--- config.mk ---
export PLATFORM = sky130hd
export DESIGN_NAME = peak_to_peak_power_meter_unit_flat
export DESIGN_NICKNAME = d
export VERILOG_FILES = /design/src/rtl/ppm_pkg.sv /design/src/rtl/ppm_if.sv /design/src/rtl/peak_to_peak_power_meter_unit.sv /design/src/flat_wrapper.sv
export VERILOG_INCLUDE_DIRS = /design/src /design/src/rtl
export SDC_FILE = /design/constraint.sdc
export NUM_CORES = 1
export LEC_CHECK = 0
export ABC_AREA = 1
export ABC_CLOCK_PERIOD_IN_PS = 11300
export BUFFER_PORTS_ARGS = -buffer_cell sky130_fd_sc_hd__buf_2
export CORE_ASPECT_RATIO = 0.6
export CORE_MARGIN = 3
export CORE_UTILIZATION = 45
export CTS_BUF_LIST = sky130_fd_sc_hd__clkbuf_16
export DETAILED_ROUTE_END_ITERATION = 16
export MAX_ROUTING_LAYER = met4
export PLACE_DENSITY = 0.59
export SLEW_MARGIN = 20
export SYNTH_ARGS = -nofsm -noshare
export SYNTH_HDL_FRONTEND = slang
export SYNTH_SLANG_ARGS = --single-unit
--- constraint.sdc ---
create_clock -name clk -period 11.3 [get_ports clk]
set_clock_uncertainty 0.2 [all_clocks]
set_input_delay 2.26 -clock clk [delete_from_list [all_inputs] [get_ports clk]]
set_output_delay 2.26 -clock clk [all_outputs]
set_load 0.05 [all_outputs]
--- src/rtl/assert_macros.svh ---
// ----------------------------------------------------------------------------
// Assertion macros
// Shared concurrent assertion forms, clocked on clk and held off in reset.
// ----------------------------------------------------------------------------
`ifndef ASSERT_MACROS_SVH
`define ASSERT_MACROS_SVH

// The consequent must hold in the same cycle as the antecedent.
`define ASSERT_SAME(label, ante, cons, msg) \
  label: assert property (@(posedge clk) disable iff (!rst_n) (ante) |-> (cons)) \
    else $error(msg);

// The consequent must hold in the cycle after the antecedent.
`define ASSERT_NEXT(label, ante, cons, msg) \
  label: assert property (@(posedge clk) disable iff (!rst_n) (ante) |=> (cons)) \
    else $error(msg);

`endif

--- src/rtl/ppm_pkg.sv ---
// ----------------------------------------------------------------------------
// ppm_pkg
// Widths, register indexes and types of the peak-to-peak power meter.
// ----------------------------------------------------------------------------
package ppm_pkg;

  // Field widths of the channels and the configuration registers.
  localparam int SAMPLE_W  = 10;
  localparam int ELAPSED_W = 16;
  localparam int RMS_W     = 20;
  localparam int POWER_W   = 20;
  localparam int ENERGY_W  = 48;
  localparam int ZERO_W    = 10;
  localparam int GAIN_W    = 16;
  localparam int OFFS_W    = 10;
  localparam int FLOOR_W   = 10;
  localparam int VOLT_W    = 9;

  // Default converter resolution.
  localparam int ADC_BITS_DEF = 10;

  // Internal datapath widths. The peak-to-peak span is bounded by a 10-bit
  // sample minus a 10-bit offset on both sides, so it fits 11 bits.
  localparam int P2P_W     = 11;
  localparam int GAIN_FRAC = 8;
  localparam int CUR_W     = P2P_W + GAIN_W - GAIN_FRAC;
  localparam int DVD_W     = CUR_W + VOLT_W;
  localparam int QUO_W     = CUR_W;
  localparam int PROD_W    = QUO_W + ELAPSED_W;
  localparam int CNT_W     = $clog2(DVD_W);

  // Milliwatts to watts.
  localparam int DIV_W = 10;
  localparam logic [DIV_W:0] DIVISOR = (DIV_W + 1)'(1000);

  // Configuration port.
  localparam int CFG_IDX_W  = 3;
  localparam int CFG_DATA_W = 16;

  localparam logic [CFG_IDX_W-1:0] IDX_ZERO_OFFSET = 3'd0;
  localparam logic [CFG_IDX_W-1:0] IDX_GAIN        = 3'd1;
  localparam logic [CFG_IDX_W-1:0] IDX_OFFSET_ERR  = 3'd2;
  localparam logic [CFG_IDX_W-1:0] IDX_FLOOR       = 3'd3;
  localparam logic [CFG_IDX_W-1:0] IDX_LINE_VOLTS  = 3'd4;

  // Operation codes of an input beat.
  localparam logic OP_SAMPLE = 1'b0;
  localparam logic OP_FINISH = 1'b1;

  // Configuration register set.
  typedef struct packed {
    logic [ZERO_W-1:0]  zero_offset;
    logic [GAIN_W-1:0]  current_gain_q8;
    logic [OFFS_W-1:0]  offset_error_ma;
    logic [FLOOR_W-1:0] floor_ma;
    logic [VOLT_W-1:0]  line_volts;
  } ppm_cfg_t;

  localparam ppm_cfg_t CFG_RESET = '{
    zero_offset:     ZERO_W'(512),
    current_gain_q8: GAIN_W'(2916),
    offset_error_ma: OFFS_W'(75),
    floor_ma:        FLOOR_W'(35),
    line_volts:      VOLT_W'(240)
  };

endpackage

--- src/rtl/ppm_if.sv ---
// ----------------------------------------------------------------------------
// ppm_in_if / ppm_out_if
// Valid/ready channels for sample and finish beats and for result beats.
// ----------------------------------------------------------------------------
interface ppm_in_if import ppm_pkg::*; ();
  logic                 valid;
  logic                 ready;
  logic                 operation;
  logic [SAMPLE_W-1:0]  adc_sample;
  logic [ELAPSED_W-1:0] elapsed_ms;

  modport source (output valid, operation, adc_sample, elapsed_ms, input ready);
  modport sink   (input valid, operation, adc_sample, elapsed_ms, output ready);
endinterface

interface ppm_out_if import ppm_pkg::*; ();
  logic                valid;
  logic                ready;
  logic [RMS_W-1:0]    rms_ma;
  logic [POWER_W-1:0]  power_watts;
  logic [ENERGY_W-1:0] energy_watt_ms;

  modport source (output valid, rms_ma, power_watts, energy_watt_ms, input ready);
  modport sink   (input valid, rms_ma, power_watts, energy_watt_ms, output ready);
endinterface

--- src/rtl/peak_to_peak_power_meter_unit.sv ---
// ----------------------------------------------------------------------------
// peak_to_peak_power_meter_unit
// Peak-to-peak current tracker with RMS, power and energy on a finish beat.
// ----------------------------------------------------------------------------
// Usage:
// The input channel carries sample beats and finish beats. A sample beat
// updates the window's largest and smallest deviation from the zero offset
// and gives no result; the unit stays ready for the next beat. A finish
// beat restarts the window and gives one result beat on the output channel
// with RMS milliamps, integer watts and the energy total.
// A finish runs through one shared shift-and-add multiplier and a
// one-bit-per-cycle divider: the gain product, then the offset and floor,
// the voltage product, the division by 1000, the elapsed-time product and
// the energy add, after which the result is registered. The input takes
// the next beat once the sequencer is back to idle, so a finish holds off
// the input until its result is registered.
// The input is ready whenever the unit is idle, also while a result waits
// in the output register; a finish that completes while the receiver is
// still stalled holds in its last step until the output register frees.
// Synchronous reset restores the register defaults, empties the window,
// clears the energy total and drops any pending result.
// ----------------------------------------------------------------------------
`include "assert_macros.svh"

module peak_to_peak_power_meter_unit import ppm_pkg::*; #(
  parameter int ADC_BITS = ADC_BITS_DEF
) (
  input  logic                  clk,
  input  logic                  rst_n,
  ppm_in_if.sink                in_bus,
  ppm_out_if.source             out_bus,
  input  logic                  cfg_we,
  input  logic [CFG_IDX_W-1:0]  cfg_index,
  input  logic [CFG_DATA_W-1:0] cfg_data
);

  // Deviation width: room for the 2^ADC_BITS window start and a sign.
  localparam int DEV_W       = ((ADC_BITS > SAMPLE_W) ? ADC_BITS : SAMPLE_W) + 2;
  localparam int SAMPLE_BITS = (ADC_BITS < SAMPLE_W) ? ADC_BITS : SAMPLE_W;
  localparam logic signed [DEV_W-1:0] MIN_RESET = DEV_W'(2 ** ADC_BITS);

  // Sequencer states.
  localparam logic [2:0] ST_IDLE = 3'd0;
  localparam logic [2:0] ST_MUL1 = 3'd1;
  localparam logic [2:0] ST_CUR  = 3'd2;
  localparam logic [2:0] ST_MUL2 = 3'd3;
  localparam logic [2:0] ST_DIV  = 3'd4;
  localparam logic [2:0] ST_MUL3 = 3'd5;
  localparam logic [2:0] ST_ACC  = 3'd6;

  // Control state.
  logic [2:0]              state_r, state_nxt;
  logic [CNT_W-1:0]        cnt_r, cnt_nxt;
  ppm_cfg_t                cfg_r, cfg_nxt;
  logic signed [DEV_W-1:0] max_dev_r, max_dev_nxt;
  logic signed [DEV_W-1:0] min_dev_r, min_dev_nxt;
  logic                    have_prev_r, have_prev_nxt;
  logic [ENERGY_W-1:0]     energy_r, energy_nxt;
  logic                    out_valid_r, out_valid_nxt;

  // Datapath registers.
  logic [PROD_W-1:0]       mcand_r, mcand_nxt;
  logic [ELAPSED_W-1:0]    mplier_r, mplier_nxt;
  logic [PROD_W-1:0]       prod_r, prod_nxt;
  logic [DVD_W-1:0]        dvd_r, dvd_nxt;
  logic [DIV_W-1:0]        rem_r, rem_nxt;
  logic [CUR_W-1:0]        cur_r, cur_nxt;
  logic [ELAPSED_W-1:0]    elapsed_r, elapsed_nxt;
  logic [RMS_W-1:0]        out_rms_r, out_rms_nxt;
  logic [POWER_W-1:0]      out_power_r, out_power_nxt;
  logic [ENERGY_W-1:0]     out_energy_r, out_energy_nxt;

  // Combinational helpers.
  logic                    in_fire;
  logic                    out_fire;
  logic                    fin_fire;
  logic                    seq_started;
  logic signed [DEV_W-1:0] dev;
  logic signed [DEV_W-1:0] diff;
  logic [P2P_W-1:0]        p2p;
  logic [PROD_W-1:0]       mul_sum;
  logic [CUR_W-1:0]        raw;
  logic [CUR_W-1:0]        cur_val;
  logic [DIV_W:0]          trial;
  logic                    quo_bit;
  logic [ENERGY_W:0]       energy_sum;
  logic [ENERGY_W-1:0]     energy_val;

  assign in_fire  = in_bus.valid && in_bus.ready;
  assign out_fire = out_valid_r && out_bus.ready;

  assign in_bus.ready           = (state_r == ST_IDLE);
  assign out_bus.valid          = out_valid_r;
  assign out_bus.rms_ma         = out_rms_r;
  assign out_bus.power_watts    = out_power_r;
  assign out_bus.energy_watt_ms = out_energy_r;

  // Deviation of the incoming sample and the current window span.
  assign dev  = $signed(DEV_W'(in_bus.adc_sample[SAMPLE_BITS-1:0]))
              - $signed(DEV_W'(cfg_r.zero_offset));
  assign diff = max_dev_r - min_dev_r;
  assign p2p  = (diff > 0) ? diff[P2P_W-1:0] : '0;

  // One shift-and-add step of the shared multiplier.
  assign mul_sum = mplier_r[0] ? (prod_r + mcand_r) : prod_r;

  // Offset removal and floor on the truncated gain product.
  always_comb begin
    raw = prod_r[GAIN_FRAC +: CUR_W];
    if (raw < CUR_W'(cfg_r.offset_error_ma)) begin
      cur_val = '0;
    end else begin
      cur_val = raw - CUR_W'(cfg_r.offset_error_ma);
    end
    if (cur_val < CUR_W'(cfg_r.floor_ma)) begin
      cur_val = '0;
    end
  end

  // One restoring step of the division by 1000.
  assign trial   = {rem_r, dvd_r[DVD_W-1]};
  assign quo_bit = (trial >= DIVISOR);

  // Saturating energy accumulation; the first finish after reset adds nothing.
  assign energy_sum = {1'b0, energy_r} + (ENERGY_W + 1)'(prod_r);
  always_comb begin
    if (!have_prev_r) begin
      energy_val = energy_r;
    end else if (energy_sum[ENERGY_W]) begin
      energy_val = '1;
    end else begin
      energy_val = energy_sum[ENERGY_W-1:0];
    end
  end

  // Next-state logic of the sequencer and the datapath.
  always_comb begin
    state_nxt      = state_r;
    cnt_nxt        = cnt_r;
    cfg_nxt        = cfg_r;
    max_dev_nxt    = max_dev_r;
    min_dev_nxt    = min_dev_r;
    have_prev_nxt  = have_prev_r;
    energy_nxt     = energy_r;
    out_valid_nxt  = out_valid_r;
    mcand_nxt      = mcand_r;
    mplier_nxt     = mplier_r;
    prod_nxt       = prod_r;
    dvd_nxt        = dvd_r;
    rem_nxt        = rem_r;
    cur_nxt        = cur_r;
    elapsed_nxt    = elapsed_r;
    out_rms_nxt    = out_rms_r;
    out_power_nxt  = out_power_r;
    out_energy_nxt = out_energy_r;

    if (out_fire) begin
      out_valid_nxt = 1'b0;
    end

    // Register writes; unknown indexes are dropped.
    if (cfg_we) begin
      unique case (cfg_index)
        IDX_ZERO_OFFSET: cfg_nxt.zero_offset     = cfg_data[ZERO_W-1:0];
        IDX_GAIN:        cfg_nxt.current_gain_q8 = cfg_data[GAIN_W-1:0];
        IDX_OFFSET_ERR:  cfg_nxt.offset_error_ma = cfg_data[OFFS_W-1:0];
        IDX_FLOOR:       cfg_nxt.floor_ma        = cfg_data[FLOOR_W-1:0];
        IDX_LINE_VOLTS:  cfg_nxt.line_volts      = cfg_data[VOLT_W-1:0];
        default: ;
      endcase
    end

    unique case (state_r)
      ST_IDLE: begin
        if (in_fire) begin
          if (in_bus.operation == OP_SAMPLE) begin
            if (dev > max_dev_r) begin
              max_dev_nxt = dev;
            end
            if (dev < min_dev_r) begin
              min_dev_nxt = dev;
            end
          end else begin
            mcand_nxt   = PROD_W'(cfg_r.current_gain_q8);
            mplier_nxt  = ELAPSED_W'(p2p);
            prod_nxt    = '0;
            cnt_nxt     = CNT_W'(P2P_W - 1);
            elapsed_nxt = in_bus.elapsed_ms;
            max_dev_nxt = '0;
            min_dev_nxt = MIN_RESET;
            state_nxt   = ST_MUL1;
          end
        end
      end

      ST_MUL1: begin
        prod_nxt   = mul_sum;
        mcand_nxt  = mcand_r << 1;
        mplier_nxt = mplier_r >> 1;
        cnt_nxt    = cnt_r - 1'b1;
        if (cnt_r == '0) begin
          state_nxt = ST_CUR;
        end
      end

      ST_CUR: begin
        cur_nxt    = cur_val;
        mcand_nxt  = PROD_W'(cur_val);
        mplier_nxt = ELAPSED_W'(cfg_r.line_volts);
        prod_nxt   = '0;
        cnt_nxt    = CNT_W'(VOLT_W - 1);
        state_nxt  = ST_MUL2;
      end

      ST_MUL2: begin
        prod_nxt   = mul_sum;
        mcand_nxt  = mcand_r << 1;
        mplier_nxt = mplier_r >> 1;
        cnt_nxt    = cnt_r - 1'b1;
        if (cnt_r == '0) begin
          dvd_nxt   = mul_sum[DVD_W-1:0];
          rem_nxt   = '0;
          cnt_nxt   = CNT_W'(DVD_W - 1);
          state_nxt = ST_DIV;
        end
      end

      ST_DIV: begin
        rem_nxt = quo_bit ? DIV_W'(trial - DIVISOR) : trial[DIV_W-1:0];
        dvd_nxt = {dvd_r[DVD_W-2:0], quo_bit};
        cnt_nxt = cnt_r - 1'b1;
        if (cnt_r == '0) begin
          // The quotient now fills the dividend register.
          mcand_nxt  = PROD_W'(dvd_nxt[QUO_W-1:0]);
          mplier_nxt = elapsed_r;
          prod_nxt   = '0;
          cnt_nxt    = CNT_W'(ELAPSED_W - 1);
          state_nxt  = ST_MUL3;
        end
      end

      ST_MUL3: begin
        prod_nxt   = mul_sum;
        mcand_nxt  = mcand_r << 1;
        mplier_nxt = mplier_r >> 1;
        cnt_nxt    = cnt_r - 1'b1;
        if (cnt_r == '0) begin
          state_nxt = ST_ACC;
        end
      end

      ST_ACC: begin
        if (!out_valid_r || out_bus.ready) begin
          energy_nxt     = energy_val;
          have_prev_nxt  = 1'b1;
          out_rms_nxt    = RMS_W'(cur_r);
          out_power_nxt  = POWER_W'(dvd_r[QUO_W-1:0]);
          out_energy_nxt = energy_val;
          out_valid_nxt  = 1'b1;
          state_nxt      = ST_IDLE;
        end
      end

      default: begin
        state_nxt = ST_IDLE;
      end
    endcase
  end

  // Control registers.
  always_ff @(posedge clk) begin
    if (!rst_n) begin
      state_r     <= ST_IDLE;
      cnt_r       <= '0;
      cfg_r       <= CFG_RESET;
      max_dev_r   <= '0;
      min_dev_r   <= MIN_RESET;
      have_prev_r <= 1'b0;
      energy_r    <= '0;
      out_valid_r <= 1'b0;
    end else begin
      state_r     <= state_nxt;
      cnt_r       <= cnt_nxt;
      cfg_r       <= cfg_nxt;
      max_dev_r   <= max_dev_nxt;
      min_dev_r   <= min_dev_nxt;
      have_prev_r <= have_prev_nxt;
      energy_r    <= energy_nxt;
      out_valid_r <= out_valid_nxt;
    end
  end

  // Datapath registers.
  always_ff @(posedge clk) begin
    mcand_r      <= mcand_nxt;
    mplier_r     <= mplier_nxt;
    prod_r       <= prod_nxt;
    dvd_r        <= dvd_nxt;
    rem_r        <= rem_nxt;
    cur_r        <= cur_nxt;
    elapsed_r    <= elapsed_nxt;
    out_rms_r    <= out_rms_nxt;
    out_power_r  <= out_power_nxt;
    out_energy_r <= out_energy_nxt;
  end

  // Conditions watched by the assertions below.
  assign fin_fire    = in_fire && (in_bus.operation == OP_FINISH);
  assign seq_started = (state_r == ST_MUL1) && (max_dev_r == '0) && (min_dev_r == MIN_RESET);

  // A finish beat starts the gain product and restarts the window.
  `ASSERT_NEXT(a_finish_starts, fin_fire, seq_started, "finish did not start the sequence")

  // The energy total only grows outside reset.
  `ASSERT_SAME(a_energy_monotonic, $past(rst_n), energy_r >= $past(energy_r), "energy fell")

  // A result is only raised from the accumulate step.
  `ASSERT_SAME(a_result_src, $rose(out_valid_r), $past(state_r) == ST_ACC, "stray result")

  // The division remainder stays below the divisor.
  `ASSERT_SAME(a_rem_bound, state_r == ST_DIV, {1'b0, rem_r} < DIVISOR, "remainder too large")

endmodule

--- src/flat_wrapper.sv ---
// flat-port wrapper written by rule: the top's interface ports become plain ports
module peak_to_peak_power_meter_unit_flat import ppm_pkg::*;
#(
  parameter int ADC_BITS = ADC_BITS_DEF
)
  (clk, rst_n, cfg_we, cfg_index, cfg_data, in_bus_valid, in_bus_operation, in_bus_adc_sample, in_bus_elapsed_ms, in_bus_ready, out_bus_valid, out_bus_rms_ma, out_bus_power_watts, out_bus_energy_watt_ms, out_bus_ready);
  ppm_in_if in_bus_i ();
  ppm_out_if out_bus_i ();
  input  logic clk;
  input  logic rst_n;
  input  logic cfg_we;
  input  logic [CFG_IDX_W-1:0] cfg_index;
  input  logic [CFG_DATA_W-1:0] cfg_data;
  input wire logic [$bits(in_bus_i.valid)-1:0] in_bus_valid;
  input wire logic [$bits(in_bus_i.operation)-1:0] in_bus_operation;
  input wire logic [$bits(in_bus_i.adc_sample)-1:0] in_bus_adc_sample;
  input wire logic [$bits(in_bus_i.elapsed_ms)-1:0] in_bus_elapsed_ms;
  output wire logic [$bits(in_bus_i.ready)-1:0] in_bus_ready;
  output wire logic [$bits(out_bus_i.valid)-1:0] out_bus_valid;
  output wire logic [$bits(out_bus_i.rms_ma)-1:0] out_bus_rms_ma;
  output wire logic [$bits(out_bus_i.power_watts)-1:0] out_bus_power_watts;
  output wire logic [$bits(out_bus_i.energy_watt_ms)-1:0] out_bus_energy_watt_ms;
  input wire logic [$bits(out_bus_i.ready)-1:0] out_bus_ready;
  assign in_bus_i.valid = in_bus_valid;
  assign in_bus_i.operation = in_bus_operation;
  assign in_bus_i.adc_sample = in_bus_adc_sample;
  assign in_bus_i.elapsed_ms = in_bus_elapsed_ms;
  assign in_bus_ready = in_bus_i.ready;
  assign out_bus_valid = out_bus_i.valid;
  assign out_bus_rms_ma = out_bus_i.rms_ma;
  assign out_bus_power_watts = out_bus_i.power_watts;
  assign out_bus_energy_watt_ms = out_bus_i.energy_watt_ms;
  assign out_bus_i.ready = out_bus_ready;
  peak_to_peak_power_meter_unit #(.ADC_BITS(ADC_BITS)) u_core (.clk(clk), .rst_n(rst_n), .in_bus(in_bus_i), .out_bus(out_bus_i), .cfg_we(cfg_we), .cfg_index(cfg_index), .cfg_data(cfg_data));
endmodule
After elaboration in Yosys (flattened, before gate mapping)
Index checks and enable logic that the tools add are counted.
- add/sub/neg operators: 7
- $mul: 0
- div/mod/pow operators: 0
- magnitude comparators: 6
- equal/unequal tests: 18
- shift-type cells: 0
- muxes and demuxes: 43
- bitwise gates (word level): 0
- reductions and logical operators: 28
- operator list (kind ; number):
    $pmux W35 S4 ; 2
    $mux W35 ; 7
    $mux W48 ; 2
    $pmux W16 S4 ; 1
    $pmux W28 S2 ; 1
    $add A48 B35 Y49 ; 1
    $mux W12 ; 4
    $mux W16 ; 3
    $lt A19 B10 Y1 ; 2
    $mux W19 ; 2
    $add A35 B35 Y35 ; 1
    $mux W28 ; 1
    $pmux W5 S5 ; 1
    $mux W3 ; 7
    $pmux W3 S7 ; 1
    $mux W10 ; 2
    $mux W5 ; 4
    $pmux W10 S2 ; 1
    $sub A19 B10 Y19 ; 1
    $reduce_and A2 Y1 ; 7
    $eq A3 B2 Y1 const B ; 4
    $eq A3 B3 Y1 const B ; 4
    $gt A12 B1 Y1 const B ; 1
    $gt A12 B12 Y1 ; 1
    other kinds (25) ; 41
- register bits: 382
- latch bits: 0
- RAM bits: 0
- ROM bits: 0
- bits of input ports: 51
- word-level logic and storage cells: 125
- memories: 0

Depth between registers and ports, before layout
Gate-level depths: netlist of the first run.
- word-level depth: 6
- depth in mapped cells: 23

Worst setup path after synthesis of the first run
Ideal clock, no wire load.
- path kind: input to register
- from: input in_bus_valid
- to: register u_core.prod_r[28] (enable)
- data arrival time: 6.472 ns
- path slack: 4.303 ns
- stages: 5
- path buffers: 0
- cell sequence: nand2_1 -> o21ai_1 -> nand2_1 -> nor2_1 -> o21a_1
- word-level cells in the longest chain between the ends: 3
- RTL lines (element ; line ; text):
    from (decl) ; flat_wrapper.sv:14 ; input wire logic [$bits(in_bus_i.valid)-1:0] in_bus_valid;
    $logic_and A1 B1 Y1 ; peak_to_peak_power_meter_unit.sv:89 ; assign in_fire = in_bus.valid && in_bus.ready;
    $ne A2 B2 Y1 (no source line) ; n/a ;
    $reduce_and A5 Y1 (no source line) ; n/a ;
    to (signal assigned) ; peak_to_peak_power_meter_unit.sv:297 ; prod_r <= prod_nxt;
    to (decl) ; peak_to_peak_power_meter_unit.sv:64 ; logic [PROD_W-1:0] prod_r, prod_nxt;
Every way passes these cells.
A chain may end at the register's enable or synchronous reset.

Worst setup path after layout of the first run
- from: input in_bus_adc_sample[0]
- to: register u_core.min_dev_r[10]
- word-level cells in the longest chain between the ends: 4
- elaborated cells between the ends (all ways): 6
- those cells by class: add/sub (1); order compare (1); mux (2); reduce/logical (2)
- RTL lines (element ; line ; text):
    from (decl) ; flat_wrapper.sv:16 ; input wire logic [$bits(in_bus_i.adc_sample)-1:0] in_bus_adc_sample;
    $sub A10 B10 Y11 (*) ; peak_to_peak_power_meter_unit.sv:100 ; - $signed(DEV_W'(cfg_r.zero_offset));
    $lt A12 B12 Y1 ; peak_to_peak_power_meter_unit.sv:180 ; if (dev < min_dev_r) begin
    $reduce_bool A2 Y1 (no source line) ; n/a ;
    $reduce_and A3 Y1 (no source line) ; n/a ;
    to (signal assigned) ; peak_to_peak_power_meter_unit.sv:286 ; min_dev_r <= min_dev_nxt;
    to (decl) ; peak_to_peak_power_meter_unit.sv:56 ; logic signed [DEV_W-1:0] min_dev_r, min_dev_nxt;
Mark *: on every way between the ends. The rest lies on a longest branch, timed or not. The select of a mux whose other input is x is not followed.

==> results of run 1 <==
==> path summary, 6_finish.rpt <==
check	to	slack [ps]	cells past startpoint
max reg2reg	u_core.cur_r[7]	6870	16
min	u_core.out_bus.rms_ma[16]	220	0
max	u_core.min_dev_r[10]	5900	19
min reg2reg	u_core.out_bus.rms_ma[16]	220	0
==> through the flow <==
stage          util [%]  hold WS (ps)  area (µm²)  total power, mW
2_1_floorplan         -         200.3       23220            4.533
4_1_cts           51.41         209.1       25770            6.860
5_1_grt           51.46         224.4       25800            7.420
6_report          51.46         216.5       25800            6.893
3_5_place_dp      49.01         204.5       24570            5.599
3_3_place_gp      49.00         202.2       24570            5.577
==> cells in the final DEF (no fill, tap or decap), drive strengths merged, types with 2 or more instances in the layout <==
cell,synthesis,final
o21ai,230,230
nand4,31,31
a22o,14,14
clkbuf,51,41
nand3,211,211
o31ai,2,2
clkinv,3,19
a21boi,5,5
nand3b,7,7
ha,133,133
o221ai,2,2
buf,26,154
nor3,37,37
o2111ai,8,8
dfxtp,136,136
o211ai,12,12
a211oi,3,3
edfxtp,245,245
xor2,39,39
conb,1,2
o21bai,13,13
nor2,404,404
nand2,735,735
a21oi,225,225
o21a,4,4
nor4,5,5
or2,7,7
inv,426,439
a22oi,2,2
xnor2,19,19
a31oi,8,8
a21o,7,7
fa,5,5
==> worst max-delay path, stage by stage <==
cell	delay, ps
buf_2	110
inv_1	50
ha_1	170
inv_1	100
fa_1	500
a21oi_1	240
o21bai_1	110
xor2_1	200
inv_1	110
ha_1	280
nand2_1	50
nor2_1	140
nand3_1	120
a21boi_0	190
o21ai_1	80
nand2_1	480
inv_1	160
o21ai_0	110
o211ai_1	120
==> logic make-up (layout without fill, tap and decap cells) <==
group / after synthesis / after routing / share of synthesized area [%]
adders and majority gates: 138 / 138 / 7.599
buffers and inverters: 506 / 654 / 8.419
AOI/OAI and AO/OA: 538 / 538 / 12.66
DFF: 381 / 381 / 43.42
and+or+nand+nor: 1441 / 1441 / 25.70
xor gates and xnor gates: 58 / 58 / 2.188
other: 1 / 2 / 0.01615
==> layout make-up <==
cell class	instances	share of cell area [%]
clock buffers	41	3.977
well taps	682	3.307
inverters	429	6.242
repair buffers	154	3.191
clock inverters	30	0.6887
flip-flops and latches	381	39.07
multi-input cells	2177	43.52
==> metal layers <==
layer | wire [µm] | vias up
li1 | - | 10360
met1 | 38810 | 9917
met2 | 29460 | 805
met3 | 7531 | 78
met4 | 1442 | 0
met5 | 0 | -
==> sequential cells by signal, summed over array words and instances, names as in the netlist, 11 cells and up <==
name                           count
u_core.max_dev_r                  11
u_core.energy_r                   48
u_core.mplier_r                   16
u_core.out_bus.power_watts        19
u_core.out_bus.energy_watt_ms     48
u_core.cfg_r                      55
u_core.min_dev_r                  12
u_core.prod_r                     35
u_core.mcand_r                    35
u_core.cur_r                      19
u_core.elapsed_r                  16
u_core.dvd_r                      28
u_core.out_bus.rms_ma             19
==> power groups by stage <==
stage / logic (mW) / registers (mW) / clock network [mW]
2_1_floorplan: 2.35 / 2.19 / 0
3_3_place_gp: 3.26 / 2.32 / 0
3_5_place_dp: 3.27 / 2.32 / 0
4_1_cts: 3.29 / 2.30 / 1.27
5_1_grt: 3.77 / 2.34 / 1.32
6_report: 3.34 / 2.31 / 1.24
==> flow_summary.yaml, run 1 <==
status:
  status: "complete, no violations"
yosys:
  ys_seq_area_share_pct: 43.42
  yosysMostFrequentCell: "nand2_1"
  synth_ff_type: "edfxtp_1"
  synth_largest_area_cell: "edfxtp_1"
  netlist_area_um2: 23210
  ys_ff_latch: 381
  synth_cell_type_count: 53
  syn_avg_cell_area_um2: 7.579
  synth_top_area_share_pct: 31.69
  ys_top_cells_by_area: "edfxtp_1, nand2_1, dfxtp_1"
  synth_edf_count: 245
  synth.top_cells.by_count: "nand2_1, inv_1, nor2_1"
  ys.warnings.count: 0
  synthCells: 3063
  ys_async_sr_fraction_pct: 0
setup_path:
  start_kind: "input pin"
  crit_path_end_kind: "flip-flop"
  worstReg2RegStart: "u_core.prod_r[12]"
  critPathMaxFanout: 22
  worst_ep_required_time_ps: 11470
  cp.arrival_ps: 5580
  startpoint: "in_bus_adc_sample[0]"
  path_class: "input pin to flip-flop"
power:
  p_sw_share_pct: 46.76
  p_per_area_nw_per_um2: 267.2
  p_leak_nw: 11.76
  peakVddDrop_mv: 0.1235
  seqPwrFrac_pct: 33.6
  pwr-share-clk_pct: 18.0
  p_switching_mw: 3.224
  p_int_mw: 3.670
  p_comb_share_pct: 48.5
clock_tree:
  cts.path.max_buffers: 3
  cts_root_buf: "clkbuf_16"
  postCtsHoldBufs: 0
  ctsResizeCount: 0
  cts_setup_buffers: 0
  cts_tree: "built"
  insertion_delay_ps: 560
  cts_sinks: 381
  clk_pin_slew_ps: 70
  htree_levels: 2
  cts_buffers: 39
grt:
  grt.met2_usage_pct: 37.68
  overflow: 0
  grt_first_pass_wirelength_mm: 116.8
  antenna_found_initial: 1
  grtUsageMet3_pct: 7.529
  grt-busiest-layer: "met1"
  track_usage_pct: 28.70
  grt_use_met1_pct: 43.87
  grt_pass1_vias: 19670
  grt_max_degree: 97
layout:
  nFillCells: 4911
  antenna_cells: 0
  layoutNonFillerInstCount: 3894
  multiInputGateArea_um2: 11230
  final_layout_size_suffix_gt1_share_pct: 7.939
  areaGrowthSynthToFinish_pct: 11.13
  regArea_um2: 10080
  fin_nets: 3371
timing:
  maxSlewViolCount: 0
  fin_ws_ps: 5895
  tightest_slew_ps: 1072
  fmax_ghz: 0.1850
  relSlewSlack_pct: 28.55
  min_period_ps: 5405
  rsz0062_at_grt: "no"
  setup_tns_ps: 0
  period_share_pct: 47.83
  setup_viol: 0
  finalHoldViolCount: 0
die:
  ios: 141
  die_area_um2: 54440
  row_count: 63
  die_h_um: 181.9
  die_x_um: 299.2
  core_um2: 50130
  initial_utilization_pct: 46.31
detailed_routing:
  num_vias: 21160
  antenna_left: 0
  drt-pass1-iter-count: 6
  routed_wl_mm: 77.24
  via_per_inst: 5.433
  routedWlPerCell_um: 19.83
  first_iter_violations: 2040
  drc: 0
place:
  place_ws_ps: 5399
  port_buffers: 138
  dp_cells: 3822
  dp_hpwl_mm: 59.45
  place_congestion: 1.001
flow_run:
  cap_viol_max_count: 0
hold_path:
  min_path_type: "flip-flop to flip-flop"
  worstHoldStart: "u_core.cur_r[16]"
Note: power is estimated with default switching activity, not from simulation.
==> run 2, diff against run 1 <==
Settings changed: ABC_CLOCK_PERIOD_IN_PS 11300 to 5120.
Clock period 11.3 ns to 5.12 ns, I/O delays scaled along.
==> flow_summary.yaml, run 2 (synthesized netlist as in run 1, its figures left out) <==
clock_tree:
  ctsResizeCount: 0
  cts_setup_buffers: 0
  htree_levels: 2
  postCtsHoldBufs: 0
  cts_root_buf: "clkbuf_16"
  cts_tree: "built"
  cts.path.max_buffers: 3
  cts_buffers: 38
  clk_pin_slew_ps: 70
  cts_sinks: 381
  insertion_delay_ps: 570
grt:
  antenna_found_initial: 1
  grt_pass1_vias: 19980
  overflow: 0
  grtUsageMet3_pct: 6.620
  grt_max_degree: 91
  track_usage_pct: 28.88
  grt.met2_usage_pct: 38.01
  grt_use_met1_pct: 44.52
  grt_first_pass_wirelength_mm: 118.4
  grt-busiest-layer: "met1"
layout:
  layout_commonest_cell: "nand2_1"
  fin_area_um2: 25820
  top_register: "u_core.cfg_r"
  fin_nets: 3373
  nFillCells: 5012
  final_cell_mix: "nand2_1, inv_1, nor2_1"
  regArea_um2: 10080
  areaGrowthSynthToFinish_pct: 11.22
  final_layout_size_suffix_gt1_share_pct: 8.154
  multiInputGateArea_um2: 11220
  final_util_pct: 51.50
  largest_register_ffs: 55
setup_path:
  cp.arrival_ps: 4400
  start_kind: "flip-flop"
  crit_path_end_kind: "flip-flop"
  path_class: "flip-flop to flip-flop"
  regToRegSetupSlack_ps: 840
  cp-endpoint: "u_core.cur_r[7]"
  critPathMaxFanout: 11
  r2r_cells: 17
  r2r_end: "u_core.cur_r[7]"
  worst_ep_required_time_ps: 5230
  worstReg2RegStart: "u_core.prod_r[12]"
  startpoint: "u_core.prod_r[12]"
die:
  core_um2: 50130
  die_area_um2: 54440
  initial_utilization_pct: 46.31
  ios: 141
  row_count: 63
  die_h_um: 181.9
  die_x_um: 299.2
timing:
  relSlewSlack_pct: 25.26
  fmax_ghz: 0.2336
  min_period_ps: 4281
  finalHoldViolCount: 0
  setup_tns_ps: 0
  maxSlewViolCount: 0
  rsz0062_at_grt: "no"
  period_share_pct: 83.62
  setup_viol: 0
  tightest_slew_ps: 1121
  fin_ws_ps: 838.5
hold_path:
  min_path_type: "flip-flop to flip-flop"
place:
  placed_cell_area_um2: 24610
  place_congestion: 1.001
  place_ws_ps: 514.3
  port_buffers: 138
  dp_hpwl_mm: 59.83
status:
  status: "complete, no violations"
power:
  p_leak_nw: 11.76
  total_power_mw: 15.32
  p_per_area_nw_per_um2: 593.4
  peakVddDrop_mv: 0.2966
detailed_routing:
  via_per_inst: 5.461
  first_iter_violations: 2058
  routed_wl_mm: 77.54
  drc: 0
  drt-pass1-iter-count: 6
  routedWlPerCell_um: 19.90
  num_vias: 21280
  antenna_left: 0
flow_run:
  cap_viol_max_count: 0
==> run 2: cell types whose count changed in the layout (fill, tap and decap cells not counted), sizes merged <==
cell,delta
buf,+3
inv,-3
diode,+1
bufinv,+1
clkbuf,-2
clkinvlp,+2
==> run 2: per-stage QoR <==
stage | hold slack (ps) | std cells
after floorplan | 200.3 | 3064
after global placement | 200.3 | 3826
after detailed placement | 204.5 | 3826
after CTS | 219.6 | 3895
after global routing | 225.2 | 3895
final | 214.8 | 3896
==> run 2: where the power goes <==
part | switching, mW | internal (mW) | total (mW) | leakage (nW)
Combinational | 5.20 | 2.28 | 7.49 | 7.73
Sequential | 0.706 | 4.38 | 5.09 | 3.43
Clock | 1.29 | 1.46 | 2.75 | 0.601
==> run 2: layout make-up <==
class	instances	area share [%]
clock buffer	39	3.780
multi-input combinational	2177	43.47
sequential	381	39.05
inverter	429	6.237
clock inverter	30	0.8626
tap	682	3.305
antenna	1	0.009692
timing repair buffer	157	3.291
==> run 2: how the worst min path moves through the flow <==
stage / startpoint / endpoint / slack [ps] / cells after the start
3_3_place_gp: u_core.cur_r[14] / u_core.out_bus.rms_ma[14] / 200 / 0
5_1_grt: u_core.cur_r[10] / u_core.out_bus.rms_ma[10] / 230 / 0
2_1_floorplan: u_core.cur_r[0] / u_core.out_bus.rms_ma[0] / 200 / 0
3_5_place_dp: u_core.cur_r[0] / u_core.out_bus.rms_ma[0] / 200 / 0
4_1_cts: u_core.cur_r[10] / u_core.out_bus.rms_ma[10] / 220 / 0
6_report: u_core.cur_r[12] / u_core.out_bus.rms_ma[12] / 210 / 0
==> run 2: per-layer routing <==
metal	wire length, µm	part of all wire [%]
met1	39670	51
met2	29510	38
met3	6900	8.9
met4	1465	1.9
met5	0	0
==> run 2: critical path, cell delays in order (launching register included) <==
cell	delay (ps)
edfxtp_1	570
ha_1	430
nand2_1	110
nor2_1	250
nand3_2	150
nand4_2	90
buf_4	210
inv_1	180
nor2_1	370
ha_1	330
a21oi_1	180
nor3_1	70
a211oi_1	180
nand2_1	140
nand2_1	110
nand2_2	180
inv_2	200
nor2_1	70
